## src/mfpd_pkg.sv

```systemverilog
// ----------------------------------------------------------------------------
// mfpd_pkg
// Shared types and constants for the multi-format PCM decoder.
// ----------------------------------------------------------------------------
package mfpd_pkg;

   typedef enum logic [2:0] {
      FMT_S8    = 3'd0,
      FMT_U8    = 3'd1,
      FMT_S16LE = 3'd2,
      FMT_S16BE = 3'd3,
      FMT_S24LE = 3'd4,
      FMT_S24BE = 3'd5,
      FMT_ONEBIT = 3'd6,
      FMT_DELTA8 = 3'd7
   } sample_format_type;

   typedef logic signed [23:0] sample_type;
   typedef logic [15:0]        delta_acc_type;

   // +/-0.92 rounded into Q1.23
   localparam sample_type ONE_BIT_LEVEL_POS = 24'sd7717519;
   localparam sample_type ONE_BIT_LEVEL_NEG = -24'sd7717519;

   // register index taken from the word address
   localparam logic REG_SAMPLE_FORMAT = 1'b0;

endpackage

```

## src/mfpd_channel_decode.sv

```systemverilog
// ----------------------------------------------------------------------------
// mfpd_channel_decode
// Combinational decode of one channel's bytes into a Q1.23 sample, with the
// next value of the channel's delta accumulator.
// ----------------------------------------------------------------------------
module mfpd_channel_decode (
   input  mfpd_pkg::sample_format_type sample_format,
   input  logic [7:0]                  byte0,
   input  logic [7:0]                  byte1,
   input  logic [7:0]                  byte2,
   input  logic [2:0]                  bit_pos,
   input  mfpd_pkg::delta_acc_type     acc,
   output mfpd_pkg::delta_acc_type     acc_next,
   output mfpd_pkg::sample_type        sample
);
   import mfpd_pkg::*;

   delta_acc_type acc_sum;

   // signed byte * 257, modulo 2^16
   assign acc_sum = acc + {byte0, 8'h00} + {{8{byte0[7]}}, byte0};

   always_comb begin
      acc_next = acc;
      case (sample_format)
         FMT_S8:     sample = {byte0, 16'h0000};
         FMT_U8:     sample = {byte0 ^ 8'h80, 16'h0000};
         FMT_S16LE:  sample = {byte1, byte0, 8'h00};
         FMT_S16BE:  sample = {byte0, byte1, 8'h00};
         FMT_S24LE:  sample = {byte2, byte1, byte0};
         FMT_S24BE:  sample = {byte0, byte1, byte2};
         FMT_ONEBIT: sample = byte0[bit_pos] ? ONE_BIT_LEVEL_POS : ONE_BIT_LEVEL_NEG;
         FMT_DELTA8: begin
            acc_next = acc_sum;
            sample   = {acc_sum, 8'h00};
         end
         default:    sample = '0;
      endcase
   end

endmodule

```

## src/multi_format_pcm_decoder_top.sv

```systemverilog
// A req beat reaches the rsp beat through the input and result registers.
// Throughput: one stereo frame per cycle unless rsp_stall holds the output;
// the delta accumulators update in the single add of the decode stage.
// Reset: synchronous, active high; clears valids, the format register (s8)
// and both delta accumulators.
// ----------------------------------------------------------------------------
// multi_format_pcm_decoder_top
// Stereo raw PCM decoder: input register, per-channel decode, result register,
// with an APB-style register for the sample format.
// ----------------------------------------------------------------------------
module multi_format_pcm_decoder_top (
   input  logic                 clock,
   input  logic                 reset,
   input  logic                 req_valid,
   output logic                 req_stall,
   input  logic [7:0]           req_left_byte0,
   input  logic [7:0]           req_left_byte1,
   input  logic [7:0]           req_left_byte2,
   input  logic [7:0]           req_right_byte0,
   input  logic [7:0]           req_right_byte1,
   input  logic [7:0]           req_right_byte2,
   input  logic [2:0]           req_bit_select,
   output logic                 rsp_valid,
   input  logic                 rsp_stall,
   output mfpd_pkg::sample_type rsp_left_sample,
   output mfpd_pkg::sample_type rsp_right_sample,
   input  logic                 psel,
   input  logic                 penable,
   input  logic                 pwrite,
   input  logic [2:0]           paddr,
   input  logic [31:0]          pwdata,
   output logic [31:0]          prdata,
   output logic                 pready
);
   import mfpd_pkg::*;

   sample_format_type fmt_ff;
   delta_acc_type     left_acc_ff, right_acc_ff;
   delta_acc_type     left_acc_in, right_acc_in;
   logic              s1_valid_ff, rsp_valid_ff;
   logic [7:0]        lb0_ff, lb1_ff, lb2_ff, rb0_ff, rb1_ff, rb2_ff;
   logic [2:0]        sel_ff;
   sample_type        left_sample_in, right_sample_in;
   sample_type        left_sample_ff, right_sample_ff;
   logic              out_free, s1_move, req_take;

   assign out_free  = !rsp_valid_ff || !rsp_stall;
   assign s1_move   = s1_valid_ff && out_free;
   assign req_stall = s1_valid_ff && !out_free;
   assign req_take  = req_valid && !req_stall;

   // csr
   assign pready = 1'b1;
   assign prdata = (paddr[2] == REG_SAMPLE_FORMAT) ? {29'd0, fmt_ff} : 32'd0;

   always_ff @(posedge clock) begin
      if (reset) begin
         fmt_ff <= FMT_S8;
      end else if (psel && penable && pwrite && paddr[2] == REG_SAMPLE_FORMAT) begin
         fmt_ff <= sample_format_type'(pwdata[2:0]);
      end
   end

   // input register
   always_ff @(posedge clock) begin
      if (reset) begin
         s1_valid_ff <= 1'b0;
      end else if (req_take || s1_move) begin
         s1_valid_ff <= req_take;
      end
      if (req_take) begin
         lb0_ff <= req_left_byte0;
         lb1_ff <= req_left_byte1;
         lb2_ff <= req_left_byte2;
         rb0_ff <= req_right_byte0;
         rb1_ff <= req_right_byte1;
         rb2_ff <= req_right_byte2;
         sel_ff <= req_bit_select;
      end
   end

   mfpd_channel_decode u_left (
      .sample_format (fmt_ff),
      .byte0         (lb0_ff),
      .byte1         (lb1_ff),
      .byte2         (lb2_ff),
      .bit_pos       (sel_ff),
      .acc           (left_acc_ff),
      .acc_next      (left_acc_in),
      .sample        (left_sample_in)
   );

   mfpd_channel_decode u_right (
      .sample_format (fmt_ff),
      .byte0         (rb0_ff),
      .byte1         (rb1_ff),
      .byte2         (rb2_ff),
      .bit_pos       (~sel_ff),
      .acc           (right_acc_ff),
      .acc_next      (right_acc_in),
      .sample        (right_sample_in)
   );

   // result register and delta state
   always_ff @(posedge clock) begin
      if (reset) begin
         rsp_valid_ff <= 1'b0;
         left_acc_ff  <= '0;
         right_acc_ff <= '0;
      end else begin
         if (out_free) begin
            rsp_valid_ff <= s1_valid_ff;
         end
         if (s1_move) begin
            left_acc_ff  <= left_acc_in;
            right_acc_ff <= right_acc_in;
         end
      end
      if (s1_move) begin
         left_sample_ff  <= left_sample_in;
         right_sample_ff <= right_sample_in;
      end
   end

   assign rsp_valid        = rsp_valid_ff;
   assign rsp_left_sample  = left_sample_ff;
   assign rsp_right_sample = right_sample_ff;

endmodule
```

## config.mk

```make
export PLATFORM = sky130hd
export DESIGN_NAME = multi_format_pcm_decoder_top
export DESIGN_NICKNAME = d
export VERILOG_FILES = /design/src/mfpd_pkg.sv /design/src/mfpd_channel_decode.sv /design/src/multi_format_pcm_decoder_top.sv
export SDC_FILE = /design/constraint.sdc
export NUM_CORES = 1
export LEC_CHECK = 0
export BUFFER_PORTS_ARGS = -buffer_cell sky130_fd_sc_hd__clkbuf_2
export CAP_MARGIN = 20
export CORE_ASPECT_RATIO = 1.25
export CORE_MARGIN = 2
export CORE_UTILIZATION = 45
export CTS_BUF_LIST = sky130_fd_sc_hd__clkbuf_2 sky130_fd_sc_hd__clkbuf_4 sky130_fd_sc_hd__clkbuf_8
export CTS_CLUSTER_DIAMETER = 60
export CTS_CLUSTER_SIZE = 28
export DETAILED_ROUTE_END_ITERATION = 8
export GPL_TIMING_DRIVEN = 1
export PLACE_DENSITY = 0.77
export SYNTH_ARGS = -nofsm -noshare
export SYNTH_HDL_FRONTEND = slang
export SYNTH_HIERARCHICAL = 1
export SYNTH_SLANG_ARGS = --single-unit
```

## constraint.sdc

```tcl
create_clock -name clock -period 3.8 [get_ports clock]
set_input_delay 0.57 -clock clock [delete_from_list [all_inputs] [get_ports clock]]
set_output_delay 0.57 -clock clock [all_outputs]
set_load 0.1 [all_outputs]
```

==> results.md, run 1 <==
- Outcome: finished, final reports clean
- Initial antenna violation count: 0
- Synth unique cells: 74
- Proportion of layout cells with a drive suffix above 1: 16.92%
- Total vias in the final route: 7283
- Max incr delay on CP: 0.54 ns
- Yosys top cell area share: 32.65%
- Total CTS buffers: 17
- Fillers: 1781
- Post-CTS Setup Bufs: 0
- CP Cell Sequence: inv_1 > fa_1 > inv_1 > ha_1 > a21o_1 > a311o_1 > nand4_1 > a31oi_2 > or3_1 > a21oi_1 > xor2_1 > nand2b_1 > mux2i_1
- CP Buf/Inv Count: 2
- Die extent in y: 163.0 um
- Post-DR wirelength/cell: 17.34 um
- Max-slew violation count: 0
- Pwr per Cell Area: 365.9 mW/mm^2
- Clock Sinks: 136
- Final wirelength: 22620 um
- Initial drt markers: 788
- Unrepaired setup endpoints after global routing: no
- Final Hold Viols: 0
- Min Tclk post-route: 3.421 ns
- Max Clk Rate: 292.3 MHz
- Setup TNS: 0 ns
- Grt ovf: 0
- Critical Path Source Type: flip-flop
- Inst Count DP: 1271
- Yosys warnings: 6
- Most common cell in the synthesized netlist: edfxtp_1
- Hold_sp: req_right_byte2[0]
- Post-synth top cells: edfxtp_1 (99), nand2b_1 (81), nand2_1 (80)
- Rows: 58
- Post-CTS Resized: 0
- Kind of critical path: reg -> reg
- Drc violations: 0
- Die Wd: 131.2 um
- CP Max Fanout: 7
- Syn Area/Cell: 9.771 um^2
- Max clock buf depth: 2
- Crit-path slowest cell: fa_1
- Gate Count Post-Synth: 932
- Clk_lat worst skew: 0.47 ns
- DP Worst Slack: 0.4920 ns
- CTS Root Cell: clkbuf_8
- Reg clk slew, reported paths: 0.09 ns
- Routed Antenna Nets: 0
- Crit path capture type: flip-flop
- Utilization after layout: 50.98%
- CP startpoint: rb0_ff[0]
- Slew headroom: 30.76%
- Reg2reg start: rb0_ff[0]
- Nets: 1174
- FF+latch count, synth: 136
- Final critical-path share of the clock period: 90.04%
- Multi-input logic area: 0.004822 mm^2
- Worst path top cell family by delay: compound AO/OA/AOI/OAI gates
- Worst hold path class: in -> reg
- Mapped cell area: 0.009106 mm^2
- GPL Wtd Cong: 0.9308
- Hold buffers post-CTS: 0
- Drt first pass iters: 6
- Leakage power: 0.004170 uW
- WP data arrival: 3.81 ns
- Final WS setup: 0.3785 ns
- Worst Path Required: 4.19 ns
- Max VDD drop: 257.9 uV
- Largest net degree at the start of global routing: 81
- Top_reg_cell synth: edfxtp_1
- Tot GR Track Use: 21.18%
- Tightest Pin Transition: 1.036 ns
- Storage cell area: 0.003717 mm^2
- Final setup fails: 0
- DP HPWL: 15920 um
- DR vias/cell: 5.585
- Top cell type by total area after synthesis: edfxtp_1
- H-Tree Depth: 4
- Die Area: 0.02140 mm^2
- Skew final: 0.01900 ns
- Antenna diodes: 0
- CTS tree: done
- Core Area: 0.01996 mm^2
- Area delta synth->final: 11.72%
- Max-cap viol count: 0
- Initial Util: 45.63%
- Cell mode on critical path: inv_1
- Post-synthesis sequential area ratio: 40.78%
- Top Ports: 176
- Fin cells: 1304
- First-pass GRT wire length: 35250 um
- # port buffers: 114
- Vias in the first global route: 6782
- Post-synth EDFFs: 99
- PnR Total Power: 3722 uW
- Post-synth ARST share: 0%
- Largest cells by area after synthesis: edfxtp_1 (33%), dfxtp_1 (8.1%), ha_1 (6.0%)
## power by group
part	switching (uW)	internal, uW
Sequential	61.5	1660
Combinational	577	209
Clock	614	602
Total	1250	2470
## cells in the final DEF, fill, tap and decap left out, drive strengths merged, types with 16 or more instances in the layout
cell / count
clkbuf: 133
edfxtp: 99
nand2b: 81
nand2: 80
o21ai: 59
inv: 57
a21oi: 53
mux2i: 51
ha: 44
nor2: 42
dfxtp: 37
conb: 30
nor2b: 23
nand3: 19
fa: 16
## state kept, by name, summed over array words and instances (netlist names)
register / count
rsp_left_sample: 24
rsp_right_sample: 24
left_acc_ff: 16
right_acc_ff: 16
lb0_ff: 8
lb1_ff: 8
lb2_ff: 8
rb0_ff: 8
rb1_ff: 8
rb2_ff: 8
fmt_ff: 3
sel_ff: 3
rsp_valid: 1
s1_valid_ff: 1
## worst register-to-register path: cells and delay by family (launching register included)
| family | cells | cell delay, ns |
|---|---|---|
| AOI/OAI and AO/OA | 4 | 0.91 |
| xor gates and xnor gates | 1 | 0.17 |
| adders and majority gates | 2 | 0.90 |
| buffers and inverters | 2 | 0.18 |
| DFF | 1 | 0.53 |
| muxes | 1 | 0.12 |
| and+or+nand+nor | 3 | 0.52 |
## through the flow
| stage | instance area [um^2] | hold slack (ns) |
|---|---|---|
| floorplan | 9214 | 0.4487 |
| global placement | 9762 | 0.4599 |
| detailed placement | 9762 | 0.4689 |
| CTS | 10150 | 0.2451 |
| global route | 10170 | 0.2416 |
| finish | 10170 | 0.2695 |
## worst paths after layout
path,end,slack (ns),depth (start not counted)
worst min-delay path,rb2_ff[0],0.27,1
worst min register to register,left_acc_ff[8],0.48,2
worst max-delay path,right_acc_ff[15],0.38,13
worst max register to register,right_acc_ff[15],0.38,13
## per-layer routing
metal / up-vias / share of wire, % / track usage [%]
li1: 3482 / - / -
met1: 3441 / 39 / 25.09
met2: 307 / 51 / 37.18
met3: 53 / 5.9 / 4.066
met4: 0 / 3.6 / 10.18
met5: - / 0 / 0
## cells by family (layout without fill, tap and decap cells)
group | count (synthesis) | in the layout | share of synthesized area, %
other | 2 | 30 | 0.08247
muxes | 59 | 59 | 7.255
xor gates and xnor gates | 20 | 20 | 1.924
and+or+nand+nor | 298 | 298 | 17.08
adders and majority gates | 60 | 60 | 9.563
buffers and inverters | 138 | 212 | 7.584
DFF | 136 | 136 | 40.78
AOI/OAI and AO/OA | 219 | 219 | 15.73
## layout make-up
type / count / area share (%)
repair buffers: 127 / 6.936
inverters: 53 / 1.955
clock buffers: 19 / 2.447
flip-flops and latches: 136 / 36.54
multi-input cells: 686 / 47.40
well taps: 270 / 3.321
clock inverters: 13 / 1.402
Note: power is estimated with default switching activity, not from simulation.
==> inputs of run 2 (changes only) <==
- PLACE_DENSITY: 0.77 -> 0.67
==> results.md, run 2 (synthesis gave the netlist of run 1 again) <==
- Final Hold Viols: 0 (unchanged)
- CTS tree: done (unchanged)
- Post-DR wirelength/cell: 17.37 um (was 17.34 um)
- DR vias/cell: 5.445 (was 5.585)
- Final WS setup: 0.3992 ns (was 0.3785 ns)
- H-Tree Depth: 4 (unchanged)
- Core Area: 0.01996 mm^2 (unchanged)
- Max clock buf depth: 2 (unchanged)
- Die extent in y: 163.0 um (unchanged)
- Slew headroom: 46.64% (was 30.76%)
- Total vias in the final route: 7117 (was 7283)
- Reg clk slew, reported paths: 0.09 ns (about the same)
- DP HPWL: 16260 um (was 15920 um)
- Grt ovf: 0 (unchanged)
- Post-CTS Setup Bufs: 0 (unchanged)
- Unrepaired setup endpoints after global routing: no (unchanged)
- Routed Antenna Nets: 0 (unchanged)
- Clock Sinks: 136 (unchanged)
- PnR Total Power: 3682 uW (was 3722 uW)
- CP startpoint: rb0_ff[1] (was rb0_ff[0])
- First-pass GRT wire length: 35270 um (was 35250 um)
- Final setup fails: 0 (unchanged)
- Drc violations: 0 (unchanged)
- Most frequent cells in the layout: clkbuf_2 (114), edfxtp_1 (99), nand2b_1 (81) (unchanged)
- Crit path to: rsp_right_sample[19] (was right_acc_ff[15])
- Crit path capture type: flip-flop (unchanged)
- Initial antenna violation count: 0 (unchanged)
- Setup TNS: 0 ns (unchanged)
- Rows: 58 (unchanged)
- Top Ports: 176 (unchanged)
- Max-slew violation count: 0 (unchanged)
- Initial drt markers: 575 (was 788)
- Worst R2R End: rsp_right_sample[19] (was right_acc_ff[15])
- CTS Root Cell: clkbuf_8 (unchanged)
- Worst R2R Setup Slack: 0.40 ns (was 0.38 ns)
- Tot GR Track Use: 21.15% (was 21.18%)
- Initial Util: 45.63% (unchanged)
- Most common cell after layout, fill and taps aside: clkbuf_2 (unchanged)
- CP Max Fanout: 6 (was 7)
- Tightest Pin Transition: 0.8004 ns (was 1.036 ns)
- Leakage power: 0.004177 uW (was 0.004170 uW)
- Die Wd: 131.2 um (unchanged)
- Largest net degree at the start of global routing: 73 (was 81)
- Max Clk Rate: 294.0 MHz (was 292.3 MHz)
- Critical Path Source Type: flip-flop (unchanged)
- Fillers: 1859 (was 1781)
- Worst hold path class: in -> reg (unchanged)
- GPL Wtd Cong: 0.8960 (was 0.9308)
- Outcome: finished, final reports clean (unchanged)
- Antenna diodes: 0 (unchanged)
- Pwr per Cell Area: 362.2 mW/mm^2 (was 365.9 mW/mm^2)
- Proportion of layout cells with a drive suffix above 1: 17.07% (was 16.92%)
- Total CTS buffers: 17 (unchanged)
- Reg2reg start: rb0_ff[1] (was rb0_ff[0])
- Vias in the first global route: 6798 (was 6782)
- Kind of critical path: reg -> reg (unchanged)
- # port buffers: 114 (unchanged)
- Hold buffers post-CTS: 0 (unchanged)
- Max-cap viol count: 0 (unchanged)
- Die Area: 0.02140 mm^2 (unchanged)
- Drt first pass iters: 5 (was 6)
- Post-CTS Resized: 0 (unchanged)
- Area delta synth->final: 11.64% (was 11.72%)
- Utilization after layout: 50.94% (was 50.98%)
- Hold_sp: req_left_byte2[3] (was req_right_byte2[0])
- Min Hold Slack: 0.2818 ns (was 0.2695 ns)
- Min Tclk post-route: 3.401 ns (was 3.421 ns)
- Skew final: 0.01431 ns (was 0.01900 ns)
- Nets: 1177 (was 1174)
- Worst Path Required: 4.07 ns (was 4.19 ns)
- Worst R2R Path Depth: 10 (was 13)
- Final critical-path share of the clock period: 89.49% (was 90.04%)
- Max VDD drop: 219.3 uV (was 257.9 uV)
- WP data arrival: 3.68 ns (was 3.81 ns)
- DP Worst Slack: 0.5213 ns (was 0.4920 ns)
- Final wirelength: 22700 um (was 22620 um)
- Clk_lat worst skew: 0.46 ns (was 0.47 ns)
run 2: how the worst min path moves through the flow:
stage,to,cells past startpoint
2_1_floorplan,right_acc_ff[14],2
3_3_place_gp,left_acc_ff[14],2
3_5_place_dp,right_acc_ff[14],2
4_1_cts,lb1_ff[3],1
5_1_grt,lb2_ff[5],1
6_report,lb2_ff[3],1
run 2: power breakdown:
part           switching [uW]  internal [uW]  leakage [uW]  total, uW
Combinational             584            210       0.00275        794
Sequential               56.7           1660       0.00125       1720
Clock                     643            529      0.000182       1170
run 2: area by class of cell:
type / count / area [um^2] / share of cell area, %
clock inverter: 15 / 140.1 / 1.378
sequential: 136 / 3717 / 36.57
tap: 270 / 337.8 / 3.323
timing repair buffer: 130 / 715.7 / 7.040
multi-input combinational: 686 / 4822 / 47.43
inverter: 53 / 198.9 / 1.957
clock buffer: 17 / 234.0 / 2.302
run 2: layer usage:
metal | track usage, % | wire length, um | vias to the layer above
met2 | 38.52 | 11820 | 252
met3 | 2.824 | 944 | 46
met5 | 0 | 0 | -
met4 | 9.783 | 819 | 0
li1 | - | - | 3486
met1 | 24.87 | 9114 | 3333
run 2: worst max-delay path: stages (launching register included):
cell	delay [ns]
edfxtp_1	0.55
ha_1	0.38
ha_1	0.18
inv_1	0.07
fa_1	0.44
nand2b_1	0.18
a21oi_1	0.32
o211ai_1	0.15
and2_1	0.22
or4_1	0.47
a31oi_1	0.25
run 2: metrics by stage:
stage | area [um^2] | cells
after floorplan | 9214 | 960
after global placement | 9772 | 1274
after detailed placement | 9772 | 1274
after CTS | 10150 | 1306
after global routing | 10170 | 1307
final | 10170 | 1307
==> inputs of run 3 (changes only) <==
- BUFFER_PORTS_ARGS: -buffer_cell sky130_fd_sc_hd__clkbuf_2 -> -buffer_cell sky130_fd_sc_hd__buf_2
==> results.md, run 3 (synthesis gave the netlist of run 1 again) <==
- Core Area: 0.01996 mm^2 (unchanged)
- Pwr per Cell Area: 361.6 mW/mm^2 (was 362.2 mW/mm^2)
- DP HPWL: 16350 um (was 16260 um)
- DR vias/cell: 5.436 (was 5.445)
- Inst Count DP: 1272 (was 1274)
- Drc violations: 0 (unchanged)
- Proportion of layout cells with a drive suffix above 1: 16.83% (was 17.07%)
- Worst R2R Path Depth: 9 (was 10)
- Routed Antenna Nets: 0 (unchanged)
- Max VDD drop: 227.0 uV (was 219.3 uV)
- Sequential Power Share: 46.8% (was 46.6%)
- Kind of critical path: reg -> reg (unchanged)
- Met2 WL: 11760 um (was 11820 um)
- Internal power: 2407 uW (was 2398 uW)
- Reg clk slew, reported paths: 0.09 ns (about the same)
- Largest net degree at the start of global routing: 73 (unchanged)
- Tightest Pin Transition: 0.9918 ns (was 0.8004 ns)
- Leakage power: 0.004147 uW (was 0.004177 uW)
- Top Ports: 176 (unchanged)
- Vias in the first global route: 6643 (was 6798)
- Worst Path Required: 4.01 ns (was 4.07 ns)
- DRT met1 WL: 9308 um (was 9114 um)
- Setup TNS: 0 ns (unchanged)
- Worst path depth: 9 (was 10)
- Hold buffers post-CTS: 0 (unchanged)
- Crit-path slowest cell: edfxtp_1 (unchanged)
- Area delta synth->final: 11.36% (was 11.64%)
- WP data arrival: 3.47 ns (was 3.68 ns)
- Max incr delay on CP: 0.58 ns (was 0.55 ns)
- First-pass GRT wire length: 34650 um (was 35270 um)
- CP Buf/Inv Count: 0 (was 1)
- Top Layer Used: met4 (unchanged)
- Hold_sp: req_right_byte1[5] (was req_left_byte2[3])
- CP Cell Sequence: fa_1 > ha_1 > a21o_1 > a311o_1 > nand4_1 > a31oi_2 > or3_1 > a21bo_1 > a21o_1 (was ha_1 > ha_1 > inv_1 > fa_1 > nand2b_1 > a21oi_1 > o211ai_1 > and2_1 > or4_1 > a31oi_1)
- Final wirelength: 22740 um (was 22700 um)
- Fin cells: 1304 (was 1307)
- Final setup fails: 0 (unchanged)
- Initial antenna violation count: 0 (unchanged)
- Sw Ratio: 34.35% (was 34.87%)
- Min Tclk post-route: 3.259 ns (was 3.401 ns)
- Worst hold path class: in -> reg (unchanged)
- Initial Util: 45.63% (unchanged)
- Final critical-path share of the clock period: 85.76% (was 89.49%)
- Met3 Routed Length: 841 um (was 944 um)
- Max-cap viol count: 0 (unchanged)
- CTS Root Cell: clkbuf_8 (unchanged)
- Fillers: 1834 (was 1859)
- Slew headroom: 33.88% (was 46.64%)
- Placed inst area: 0.009769 mm^2 (was 0.009772 mm^2)
- Logic pwr share: 21.6% (about the same)
- Switch Pwr: 1260 uW (was 1284 uW)
- Total CTS buffers: 17 (unchanged)
- Antenna diodes: 0 (unchanged)
- Max clock buf depth: 2 (unchanged)
- Outcome: finished, final reports clean (unchanged)
- Critical Path Source Type: flip-flop (unchanged)
- Reg2reg start: rb0_ff[2] (was rb0_ff[1])
- CP startpoint: rb0_ff[2] (was rb0_ff[1])
- Max-slew violation count: 0 (unchanged)
- Drt first pass iters: 6 (was 5)
- Die Area: 0.02140 mm^2 (unchanged)
- Tot GR Track Use: 20.94% (was 21.15%)
- Rows: 58 (unchanged)
- Total vias in the final route: 7089 (was 7117)
- Final Cell Area: 0.01014 mm^2 (was 0.01017 mm^2)
- Die extent in y: 163.0 um (unchanged)
- Post-DR wirelength/cell: 17.44 um (was 17.37 um)
- Most frequent cells in the layout: buf_2 (114), edfxtp_1 (99), nand2b_1 (81) (was clkbuf_2 (114), edfxtp_1 (99), nand2b_1 (81))
- Cell mode on critical path: a21o_1 (was ha_1)
- GPL Wtd Cong: 0.8927 (was 0.8960)
- H-Tree Depth: 4 (unchanged)
- Most common cell after layout, fill and taps aside: buf_2 (was clkbuf_2)
- Crit path capture type: flip-flop (unchanged)
- Clock Sinks: 136 (unchanged)
- Post-CTS Setup Bufs: 0 (unchanged)
- # port buffers: 114 (unchanged)
- Clk_lat worst skew: 0.47 ns (was 0.46 ns)
- CTS tree: done (unchanged)
- Initial drt markers: 696 (was 575)
- Utilization after layout: 50.82% (was 50.94%)
- Nets: 1174 (was 1177)
- Post-CTS Resized: 0 (unchanged)
- Proportion of power drawn by the clock network: 31.7% (was 31.8%)
- Die Wd: 131.2 um (unchanged)
- CP Max Fanout: 7 (was 6)
- Skew final: 0.01202 ns (was 0.01431 ns)
- Max Clk Rate: 306.9 MHz (was 294.0 MHz)
- Grt ovf: 0 (unchanged)
- Hold Crit Depth: 1 (unchanged)
- Unrepaired setup endpoints after global routing: no (unchanged)
- Final Hold Viols: 0 (unchanged)
- Worst path top cell family by delay: compound AO/OA/AOI/OAI gates (was adder cells)
[run 3: changes by cell type in the layout (fill, tap and decap cells not counted)]
cell and change:
buf_4 -3, buf_2 +114, clkbuf_4 +2, clkbuf_2 -114, clkinvlp_4 -2, inv_8 -1, inv_6 -1, clkinv_4 +2
[run 3: worst reg2reg max path: stages (launching register included)]
cell and delay [ns]:
edfxtp_1 0.58, fa_1 0.55, ha_1 0.38, a21o_1 0.22
a311o_1 0.32, nand4_1 0.11, a31oi_2 0.13, or3_1 0.35
a21bo_1 0.20, a21o_1 0.18
[run 3: per-stage QoR]
step	hold slack (ns)	setup WS, ns	total power, uW
after floorplan	0.4487	0.5148	2392
after global placement	0.4603	0.5694	2531
after detailed placement	0.4677	0.5456	2533
after CTS	0.2580	0.5742	3691
after global routing	0.2543	0.3732	3797
final	0.2708	0.5412	3667
[run 3: layer usage]
layer	up-vias	GRT usage [%]
met5	-	0
met4	0	10.13
met3	45	3.042
met2	216	37.89
met1	3352	24.47
li1	3476	-
[run 3: power groups by stage]
| stage | sequential, uW | combinational, uW | clock [uW] |
|---|---|---|---|
| final | 1720 | 791 | 1160 |
| after global routing | 1720 | 840 | 1240 |
| after CTS | 1720 | 786 | 1190 |
| after detailed placement | 1750 | 784 | 0 |
| after global placement | 1750 | 782 | 0 |
| after floorplan | 1910 | 483 | 0 |
[run 3: final cells by class]
cell class / instances / area, um^2 / share of cell area [%]
Timing Repair Buffer: 127 / 693.2 / 6.835
Multi-Input combinational cell: 686 / 4822 / 47.55
Sequential cell: 136 / 3717 / 36.66
Tap cell: 270 / 337.8 / 3.331
Clock inverter: 13 / 122.6 / 1.209
Clock buffer: 19 / 249.0 / 2.455
Inverter: 53 / 198.9 / 1.962
[run 3: worst paths after layout]
kind | to | slack (ns)
worst max-delay path | rsp_right_sample[23] | 0.54
worst min-delay path | rb1_ff[5] | 0.27
worst max register to register | rsp_right_sample[23] | 0.54
worst min register to register | left_acc_ff[14] | 0.47
